<file path="config.mk">
export PLATFORM = sky130hd
export DESIGN_NAME = integer_operator_alu_with_fold_core
export DESIGN_NICKNAME = d
export VERILOG_FILES = /design/src/rtl/core/ioaf_pkg.sv /design/src/rtl/core/ioaf_front.sv /design/src/rtl/core/ioaf_back.sv /design/src/rtl/core/integer_operator_alu_with_fold_core.sv
export SDC_FILE = /design/constraint.sdc
export NUM_CORES = 2
export LEC_CHECK = 0
export CAP_MARGIN = 10
export CORE_UTILIZATION = 50
export DETAILED_ROUTE_END_ITERATION = 16
export DONT_BUFFER_PORTS = 1
export PLACE_DENSITY_LB_ADDON = 0.3
export RECOVER_POWER = 100
export SYNTH_ARGS = -nofsm -noshare
export SYNTH_HDL_FRONTEND = slang
export SYNTH_SLANG_ARGS = --single-unit
</file>
<file path="constraint.sdc">
create_clock -name i_clk -period 10.7 [get_ports i_clk]
set_input_delay 2.14 -clock i_clk [delete_from_list [all_inputs] [get_ports i_clk]]
set_output_delay 2.14 -clock i_clk [all_outputs]
set_load 0.005 [all_outputs]
</file>
<file path="src/rtl/core/ioaf_pkg.sv">
`default_nettype none
// ----------------------------------------------------------------------------
// ioaf_pkg
// Shared types and constants of the integer operator unit with fold.
// ----------------------------------------------------------------------------
package ioaf_pkg;

    localparam int WORD_BITS_DEF = 32;
    localparam int QUEUE_DEPTH   = 2;

    // operation codes
    localparam logic [4:0] OP_ADD  = 5'd0;
    localparam logic [4:0] OP_SUB  = 5'd1;
    localparam logic [4:0] OP_RSUB = 5'd2;
    localparam logic [4:0] OP_MUL  = 5'd3;
    localparam logic [4:0] OP_DIV  = 5'd4;
    localparam logic [4:0] OP_RDIV = 5'd5;
    localparam logic [4:0] OP_MOD  = 5'd6;
    localparam logic [4:0] OP_RMOD = 5'd7;
    localparam logic [4:0] OP_OR   = 5'd8;
    localparam logic [4:0] OP_XOR  = 5'd9;
    localparam logic [4:0] OP_AND  = 5'd10;
    localparam logic [4:0] OP_SHL  = 5'd11;
    localparam logic [4:0] OP_SHR  = 5'd12;
    localparam logic [4:0] OP_SCAND = 5'd13;
    localparam logic [4:0] OP_SCOR = 5'd14;
    localparam logic [4:0] OP_MIN  = 5'd15;
    localparam logic [4:0] OP_MAX  = 5'd16;
    localparam logic [4:0] OP_EQ   = 5'd17;
    localparam logic [4:0] OP_NE   = 5'd18;
    localparam logic [4:0] OP_GT   = 5'd19;
    localparam logic [4:0] OP_LE   = 5'd20;
    localparam logic [4:0] OP_LT   = 5'd21;
    localparam logic [4:0] OP_GE   = 5'd22;
    localparam logic [4:0] OP_CMP  = 5'd23;
    localparam logic [4:0] OP_ABS  = 5'd24;
    localparam logic [4:0] OP_SQR  = 5'd25;

    // item kinds
    localparam logic [1:0] KIND_REG  = 2'd0;
    localparam logic [1:0] KIND_ITEM = 2'd1;
    localparam logic [1:0] KIND_FOLD = 2'd2;
    localparam logic [1:0] KIND_NONE = 2'd3;

    localparam int CFG_OPCODE = 0;
    localparam int CFG_RIGHT  = 1;

endpackage
`default_nettype wire

</file>
<file path="src/rtl/core/ioaf_front.sv">
`default_nettype none
// ----------------------------------------------------------------------------
// ioaf_front
// Accepts input requests, drops unused kinds and queues classified requests.
// ----------------------------------------------------------------------------
module ioaf_front #(
    parameter int WORD_BITS = ioaf_pkg::WORD_BITS_DEF
) (
    input  wire logic                 i_clk,
    input  wire logic                 i_rst_n,
    input  wire logic                 i_valid,
    output logic                      o_ready,
    input  wire logic [1:0]           i_kind,
    input  wire logic [WORD_BITS-1:0] i_a,
    input  wire logic [WORD_BITS-1:0] i_b,
    input  wire logic                 i_first,
    input  wire logic                 i_last,
    output logic                      o_valid,
    input  wire logic                 i_ready,
    output logic                      o_fold,
    output logic [WORD_BITS-1:0]      o_a,
    output logic [WORD_BITS-1:0]      o_b,
    output logic                      o_first,
    output logic                      o_last
);
    localparam int D = ioaf_pkg::QUEUE_DEPTH;
    localparam int PW = $clog2(D);

    typedef struct packed {
        logic                 fold;
        logic [WORD_BITS-1:0] a;
        logic [WORD_BITS-1:0] b;
        logic                 first;
        logic                 last;
    } t_req;

    t_req            r_mem [D];
    logic [PW-1:0]   r_wp, r_rp;
    logic [PW:0]     r_cnt;
    logic            push, pop, keep;
    t_req            w;

    assign o_ready = (r_cnt != (PW+1)'(D));
    assign keep    = (i_kind != ioaf_pkg::KIND_NONE);
    assign push    = i_valid && o_ready && keep;
    assign pop     = o_valid && i_ready;
    assign o_valid = (r_cnt != '0);

    // request classification
    always_comb begin
        w.fold  = (i_kind == ioaf_pkg::KIND_FOLD);
        w.a     = i_a;
        w.b     = i_b;
        w.first = i_first;
        w.last  = i_last;
    end

    // queue pointers
    always_ff @(posedge i_clk) begin
        if (!i_rst_n) begin
            r_wp  <= '0;
            r_rp  <= '0;
            r_cnt <= '0;
        end else begin
            if (push) r_wp <= (r_wp == PW'(D-1)) ? '0 : r_wp + 1'b1;
            if (pop)  r_rp <= (r_rp == PW'(D-1)) ? '0 : r_rp + 1'b1;
            r_cnt <= r_cnt + (PW+1)'(push) - (PW+1)'(pop);
        end
    end

    // queue storage
    always_ff @(posedge i_clk) begin
        if (push) r_mem[r_wp] <= w;
    end

    assign o_fold  = r_mem[r_rp].fold;
    assign o_a     = r_mem[r_rp].a;
    assign o_b     = r_mem[r_rp].b;
    assign o_first = r_mem[r_rp].first;
    assign o_last  = r_mem[r_rp].last;
endmodule
`default_nettype wire

</file>
<file path="src/rtl/core/ioaf_back.sv">
`default_nettype none
// ----------------------------------------------------------------------------
// ioaf_back
// Carries out one queued request: operand select, operation, fold update.
// Division runs one quotient bit per cycle on a shared restoring divider.
// ----------------------------------------------------------------------------
module ioaf_back #(
    parameter int WORD_BITS = ioaf_pkg::WORD_BITS_DEF
) (
    input  wire logic                 i_clk,
    input  wire logic                 i_rst_n,
    input  wire logic [4:0]           i_opcode,
    input  wire logic                 i_valid,
    output logic                      o_ready,
    input  wire logic                 i_fold,
    input  wire logic [WORD_BITS-1:0] i_a,
    input  wire logic [WORD_BITS-1:0] i_b,
    input  wire logic                 i_first,
    input  wire logic                 i_last,
    output logic                      o_valid,
    input  wire logic                 i_ready,
    output logic [WORD_BITS-1:0]      o_result
);
    localparam int W  = WORD_BITS;
    localparam int CW = $clog2(W + 1);
    localparam int SW = $clog2(W);

    typedef enum logic [2:0] {S_IDLE, S_EXEC, S_MUL, S_DIV, S_DONE, S_OUT} t_state;

    t_state          r_state;
    logic [W-1:0]    r_x, r_y, r_acc, r_res, r_out;
    logic            r_fold, r_last, r_ovalid;
    logic [W-1:0]    r_dq, r_dr, r_dd;
    logic            r_qneg, r_rneg, r_is_mod;
    logic [CW-1:0]   r_cnt;
    logic [2*W-1:0]  r_prod;

    logic [W-1:0]    x, y, ma, mb, simple;
    logic            lt_xy, lt_yx, is_div;
    logic [SW-1:0]   sh;
    logic [W:0]      trial;
    logic [W-1:0]    rshift;
    logic            out_load;

    assign o_valid  = r_ovalid;
    assign o_result = r_out;
    assign o_ready  = (r_state == S_IDLE);
    assign out_load = (r_state == S_OUT) && (!r_ovalid || i_ready);

    // operand select for the current request
    always_comb begin
        x = i_fold ? (i_first ? i_a : r_acc) : i_a;
        y = i_b;
    end

    // combinational operations on registered operands
    always_comb begin
        lt_xy  = $signed(r_x) < $signed(r_y);
        lt_yx  = $signed(r_y) < $signed(r_x);
        sh     = r_y[SW-1:0];
        rshift = W'($signed(r_x) >>> sh);
        ma     = r_x[W-1] ? W'(0) - r_x : r_x;
        case (i_opcode)
            ioaf_pkg::OP_ADD:   simple = r_x + r_y;
            ioaf_pkg::OP_SUB:   simple = r_x - r_y;
            ioaf_pkg::OP_RSUB:  simple = r_y - r_x;
            ioaf_pkg::OP_OR:    simple = r_x | r_y;
            ioaf_pkg::OP_XOR:   simple = r_x ^ r_y;
            ioaf_pkg::OP_AND:   simple = r_x & r_y;
            ioaf_pkg::OP_SHL:   simple = r_x << sh;
            ioaf_pkg::OP_SHR:   simple = rshift;
            ioaf_pkg::OP_SCAND: simple = (r_x != '0) ? r_y : '0;
            ioaf_pkg::OP_SCOR:  simple = (r_x != '0) ? r_x : r_y;
            ioaf_pkg::OP_MIN:   simple = lt_yx ? r_y : r_x;
            ioaf_pkg::OP_MAX:   simple = lt_xy ? r_y : r_x;
            ioaf_pkg::OP_EQ:    simple = W'(r_x == r_y);
            ioaf_pkg::OP_NE:    simple = W'(r_x != r_y);
            ioaf_pkg::OP_GT:    simple = W'(lt_yx);
            ioaf_pkg::OP_LE:    simple = W'(!lt_yx);
            ioaf_pkg::OP_LT:    simple = W'(lt_xy);
            ioaf_pkg::OP_GE:    simple = W'(!lt_xy);
            ioaf_pkg::OP_CMP:   simple = lt_xy ? '1 : W'(lt_yx);
            ioaf_pkg::OP_ABS:   simple = ma;
            default:            simple = '0;
        endcase
    end

    // divider set-up: dividend and divisor after reverse swap
    logic [W-1:0] dn, dv;
    always_comb begin
        is_div = (i_opcode == ioaf_pkg::OP_DIV) || (i_opcode == ioaf_pkg::OP_RDIV)
              || (i_opcode == ioaf_pkg::OP_MOD) || (i_opcode == ioaf_pkg::OP_RMOD);
        if ((i_opcode == ioaf_pkg::OP_RDIV) || (i_opcode == ioaf_pkg::OP_RMOD)) begin
            dn = r_y; dv = r_x;
        end else begin
            dn = r_x; dv = r_y;
        end
        mb    = dv[W-1] ? W'(0) - dv : dv;
        trial = {r_dr, r_dq[W-1]} - {1'b0, r_dd};
    end

    // sequencer, datapath registers and output register
    always_ff @(posedge i_clk) begin
        if (!i_rst_n) begin
            r_state  <= S_IDLE;
            r_ovalid <= 1'b0;
            r_acc    <= '0;
        end else begin
            if (out_load)                 r_ovalid <= 1'b1;
            else if (r_ovalid && i_ready) r_ovalid <= 1'b0;
            case (r_state)
                S_IDLE: begin
                    if (i_valid) begin
                        r_x     <= x;
                        r_y     <= y;
                        r_fold  <= i_fold;
                        r_last  <= i_last;
                        r_state <= S_EXEC;
                    end
                end
                S_EXEC: begin
                    if ((i_opcode == ioaf_pkg::OP_MUL) || (i_opcode == ioaf_pkg::OP_SQR)) begin
                        r_prod  <= r_x * ((i_opcode == ioaf_pkg::OP_SQR) ? r_x : r_y);
                        r_state <= S_MUL;
                    end else if (is_div) begin
                        if (dv == '0) begin
                            r_res   <= '0;
                            r_state <= S_DONE;
                        end else begin
                            r_dq     <= dn[W-1] ? W'(0) - dn : dn;
                            r_dd     <= mb;
                            r_dr     <= '0;
                            r_qneg   <= dn[W-1] ^ dv[W-1];
                            r_rneg   <= dn[W-1];
                            r_is_mod <= (i_opcode == ioaf_pkg::OP_MOD)
                                     || (i_opcode == ioaf_pkg::OP_RMOD);
                            r_cnt    <= CW'(W);
                            r_state  <= S_DIV;
                        end
                    end else begin
                        r_res   <= simple;
                        r_state <= S_DONE;
                    end
                end
                S_MUL: begin
                    r_res   <= r_prod[W-1:0];
                    r_state <= S_DONE;
                end
                S_DIV: begin
                    if (r_cnt == '0) begin
                        if (r_is_mod) r_res <= r_rneg ? W'(0) - r_dr : r_dr;
                        else          r_res <= r_qneg ? W'(0) - r_dq : r_dq;
                        r_state <= S_DONE;
                    end else begin
                        if (!trial[W]) begin
                            r_dr <= trial[W-1:0];
                            r_dq <= {r_dq[W-2:0], 1'b1};
                        end else begin
                            r_dr <= {r_dr[W-2:0], r_dq[W-1]};
                            r_dq <= {r_dq[W-2:0], 1'b0};
                        end
                        r_cnt <= r_cnt - 1'b1;
                    end
                end
                S_DONE: begin
                    if (r_fold) r_acc <= r_res;
                    if (!r_fold || r_last) r_state <= S_OUT;
                    else                   r_state <= S_IDLE;
                end
                S_OUT: begin
                    if (out_load) begin
                        r_out   <= r_res;
                        r_state <= S_IDLE;
                    end
                end
                default: r_state <= S_IDLE;
            endcase
        end
    end
endmodule
`default_nettype wire

</file>
<file path="src/rtl/core/integer_operator_alu_with_fold_core.sv">
`default_nettype none
// ----------------------------------------------------------------------------
// integer_operator_alu_with_fold_core
// Signed operator unit with element-wise and fold modes.
// ----------------------------------------------------------------------------
// A request is taken into a two-entry queue, then executed one at a time.
// The back end registers the operands; simple operations then write the
// result, multiply and square pass through a product register, and divide
// or modulo run the bit-serial divider (skipped when the divisor is zero).
// The back end takes no new request until it is done with the last one; a
// fold step without last gives no result and skips the output register.
// A stalled result holds the back end, and the input stalls once the queue
// is full. Requests of kind 3 are dropped in the front without any result.
module integer_operator_alu_with_fold_core #(
    parameter int WORD_BITS = ioaf_pkg::WORD_BITS_DEF
) (
    input  wire logic        i_clk,
    input  wire logic        i_rst_n,
    input  wire logic        i_cfg_we,
    input  wire logic [0:0]  i_cfg_index,
    input  wire logic [31:0] i_cfg_data,
    input  wire logic        s_axis_tvalid,
    output logic             s_axis_tready,
    // tdata: a_value[31:0], b_value[63:32]
    input  wire logic [63:0] s_axis_tdata,
    // tuser: kind[1:0], first[2]
    input  wire logic [2:0]  s_axis_tuser,
    input  wire logic        s_axis_tlast,
    output logic             m_axis_tvalid,
    input  wire logic        m_axis_tready,
    // tdata: result[31:0]
    output logic [31:0]      m_axis_tdata
);
    localparam int W = WORD_BITS;

    logic [4:0]  r_opcode;
    logic [31:0] r_right;

    // configuration registers
    always_ff @(posedge i_clk) begin
        if (!i_rst_n) begin
            r_opcode <= ioaf_pkg::OP_ADD;
            r_right  <= '0;
        end else if (i_cfg_we) begin
            if (i_cfg_index == 1'(ioaf_pkg::CFG_OPCODE)) r_opcode <= i_cfg_data[4:0];
            else                                           r_right  <= i_cfg_data;
        end
    end

    logic [1:0]  kind;
    logic [W-1:0] a_ext, b_ext, r_ext;
    assign kind  = s_axis_tuser[1:0];
    assign a_ext = W'($signed(s_axis_tdata[31:0]));
    assign r_ext = W'($signed(r_right));
    // element with register operand takes the configured value
    assign b_ext = (kind == ioaf_pkg::KIND_REG) ? r_ext : W'($signed(s_axis_tdata[63:32]));

    logic q_valid, q_ready, q_fold, q_first, q_last;
    logic [W-1:0] q_a, q_b, res;

    ioaf_front #(.WORD_BITS(W)) u_front (
        .i_clk(i_clk), .i_rst_n(i_rst_n),
        .i_valid(s_axis_tvalid), .o_ready(s_axis_tready),
        .i_kind(kind), .i_a(a_ext), .i_b(b_ext),
        .i_first(s_axis_tuser[2]), .i_last(s_axis_tlast),
        .o_valid(q_valid), .i_ready(q_ready),
        .o_fold(q_fold), .o_a(q_a), .o_b(q_b), .o_first(q_first), .o_last(q_last)
    );

    ioaf_back #(.WORD_BITS(W)) u_back (
        .i_clk(i_clk), .i_rst_n(i_rst_n),
        .i_opcode(r_opcode),
        .i_valid(q_valid), .o_ready(q_ready),
        .i_fold(q_fold), .i_a(q_a), .i_b(q_b), .i_first(q_first), .i_last(q_last),
        .o_valid(m_axis_tvalid), .i_ready(m_axis_tready), .o_result(res)
    );

    assign m_axis_tdata = 32'(res);
endmodule
`default_nettype wire

</file>
==> results.py <==
metrics = {
    "critical_path": {
        "end_kind": "flip-flop",
        "cp_slowest_cell": "o21ai_0",
        "worst-path-max-fanout": 28,
        "start_kind": "flip-flop",
        "max_stage_delay_ps": 1460,
        "cp-startpoint": "r_opcode[2]",
        "crit_required_ps": 11070,
        "worstSetupPathType": "flip-flop to flip-flop",
        "crit_chain": "nor2_1 -> and4_2 -> o21ai_0 -> nand2_1 -> fa_1 -> fa_1 -> fa_1 -> fa_1 -> inv_1 -> fa_1 -> inv_1 -> fa_1 -> fa_1 -> fa_1 -> inv_1 -> ha_1 -> and3_1 -> a2bb2oi_1 -> a21oi_1 -> a221o_1 -> a21oi_1 -> nor3b_1 -> a211oi_1 -> xnor2_1",
        "critPathArrivalTime_ps": 10280,
        "crit_top_cell": "fa_1",
        "rr_startpoint": "r_opcode[2]",
    },
    "sta": {
        "tns_ps": 0,
        "period_minus_slack_ps": 9900,
        "fin_crit_sh_pct": 92.5,
        "finClkSkew_ps": 52.1,
        "rsz0062_at_grt": "false",
        "max_freq_ghz": 0.101,
        "hold_violations": 0,
        "max_slew_margin_pct": -207,
        "setup_viol": 0,
        "worst_pin_slew_ps": 4600,
        "hold_ws_ps": 460,
        "slew_violations": 958,
    },
    "grt": {
        "antenna_found_initial": 9,
        "grt_pass1_vias": 44300,
        "gr-total-overflow": 0,
        "grt_max_degree": 112,
        "grt_use_total_pct": 45.1,
        "grt_pass1_wl_mm": 330,
    },
    "synth": {
        "synth_cell_type_count": 96,
        "synth_seq_cells": 479,
        "synth_area_leader_cell": "edfxtp_1",
        "synth_fp_nets": 6504,
        "synth_most_common_cell": "nand2_1",
        "synthCells": 5695,
        "avgSynthCellArea_um2": 8.95,
        "netlist_top_cells_count": "nand2_1, nor2_1, inv_1",
        "synth-seq-area-share_pct": 26.7,
        "netlist_area_um2": 51000,
        "synth_edf_count": 401,
        "async_reset_ff_share_pct": 0,
        "synth_top_area_share_pct": 23.6,
        "synth_warnings": 0,
        "synth_ff_type": "edfxtp_1",
        "synth.area.top_cells": "edfxtp_1, fa_1, ha_1, nand2_1, nor2_1",
    },
    "drt": {
        "routed.top_layer": "met5",
        "routed_wl_mm": 234,
        "drc": 0,
        "detail-route-antenna-nets": 0,
        "routedLengthMet1_mm": 94.3,
        "dr_wl_met2_mm": 93.3,
        "first_pass_iters": 8,
        "first_iter_violations": 6549,
        "wl_per_cell_um": 33.6,
        "wl_met3_mm": 31.7,
        "vias_per_cell": 6.62,
        "vias": 46200,
    },
    "cts": {
        "clkSinkCount": 479,
        "root_buffer": "clkbuf_16",
        "clkTransAtPathRegs_ps": 60,
        "cts_made_buffers": 50,
        "cts_setup_buffers": 0,
        "tritoncts": "built",
        "cts-hold-fix-buffers": 0,
        "clk_latency_ps": 650,
        "cts_buffer_depth": 3,
        "cts-htree-levels": 2,
        "post_cts_resized": 0,
    },
    "hold_path": {
        "min_from": "r_ext[9]",
        "hold_class": "flip-flop to flip-flop",
    },
    "cells_and_area": {
        "design_area_um2": 54500,
        "drive_gt1_share_pct": 7.57,
        "utilization_pct": 54.2,
        "area_growth_syn_to_layout_pct": 6.93,
        "nets": 6385,
    },
    "placed_design": {
        "io_buffers": 0,
        "gp_congestion": 1.09,
        "dpl-instance-area_um2": 53000,
        "hpwl_mm": 179,
    },
    "outcome": {
        "status": "finished with violations",
        "violations": "max-capacitance violations, max-slew violations",
    },
    "floorplanning": {
        "die_area_um2": 103000,
        "placementRows": 116,
        "die_w_um": 321,
        "start_util_pct": 50.7,
        "dieHeight_um": 321,
        "io_pins": 140,
        "fp.coreArea_um2": 101000,
    },
    "job": {
        "max_cap_viol_count": 23,
    },
}
worst max-delay path: cells and delay by family (launching register included):
family | cells | cell delay (ps)
adder cells (fa/ha/maj) | 9 | 4380
AO/OA/AOI/OAI | 6 | 2970
buffers and inverters | 3 | 140
XOR/XNOR | 1 | 110
AND/OR/NAND/NOR | 5 | 1390
flip-flops | 1 | 600
layer usage:
layer  global-route usage [%]  vias up
met5                        0        -
met4                     23.3        8
met2                     62.0     3170
li1                         -    19400
met3                     15.4      698
met1                     62.3    22900
path summary, 6_finish.rpt:
path                       endpoint  slack, ps  cells after the start
hold reg to reg            r_ext[9]        460                      2
hold / removal             r_ext[9]        460                      2
setup / recovery  u_back.r_prod[31]        800                     24
setup reg to reg  u_back.r_prod[31]        800                     24
flip-flops by register name, indices dropped and copies added, names as in the netlist, 3 cells and up, named ones only:
signal and cells:
u_back.r_state 3, u_back.r_dr 32, u_back.r_y 32, r_opcode 5, u_back.r_dq 32, u_front.r_mem 134
u_back.r_prod 32, u_back.o_result 32, u_back.r_acc 32, u_back.r_res 32, u_back.r_cnt 6, u_back.r_x 32
r_ext 32, u_back.r_dd 32
placed cells by master, fill, tap and decap left out, types with 32 or more instances in the layout:
cell type / instances
a221oi_1: 46
a21oi_1: 315
nand2b_1: 38
mux2_2: 44
ha_1: 291
buf_4: 180
nand2_1: 661
inv_1: 566
o21ai_0: 269
dfxtp_1: 78
nor2_1: 617
a21boi_0: 72
a211oi_1: 41
mux2i_1: 139
o22ai_1: 32
a21o_1: 50
nor3_1: 86
o211ai_1: 41
xnor2_1: 203
nand3_1: 91
edfxtp_1: 401
clkbuf_1: 35
xor2_1: 70
o31ai_1: 61
and2_1: 60
a31oi_1: 46
clkbuf_16: 51
mux4_2: 62
fa_1: 412
cell type report:
cell class	instances	area (um^2)
sequential	479	13600
clock buffer	72	1420
fill	9274	46100
clock inverter	21	243
multi-input combinational	4256	33900
inverter	587	2200
tap	1357	1700
timing repair buffer	202	1450
antenna	3	7.51
metrics by stage:
step,setup slack (ps),std cells
2_1_floorplan,1550,5695
3_3_place_gp,1450,6881
3_5_place_dp,1410,6881
4_1_cts,1390,6974
5_1_grt,424,6975
6_report,797,6977
logic make-up after synthesis:
family / after synthesis / share of synthesized area [%]
muxes: 276 / 7.11
AOI/OAI and AO/OA: 1236 / 15.8
xor gates and xnor gates: 274 / 4.73
and+or+nand+nor: 1767 / 15.2
buffers and inverters: 960 / 7.14
DFF: 479 / 26.7
adders and majority gates: 703 / 23.3
Power is not shown: default switching activity piles up to over one toggle a cycle in this logic, so the estimate is an artifact.
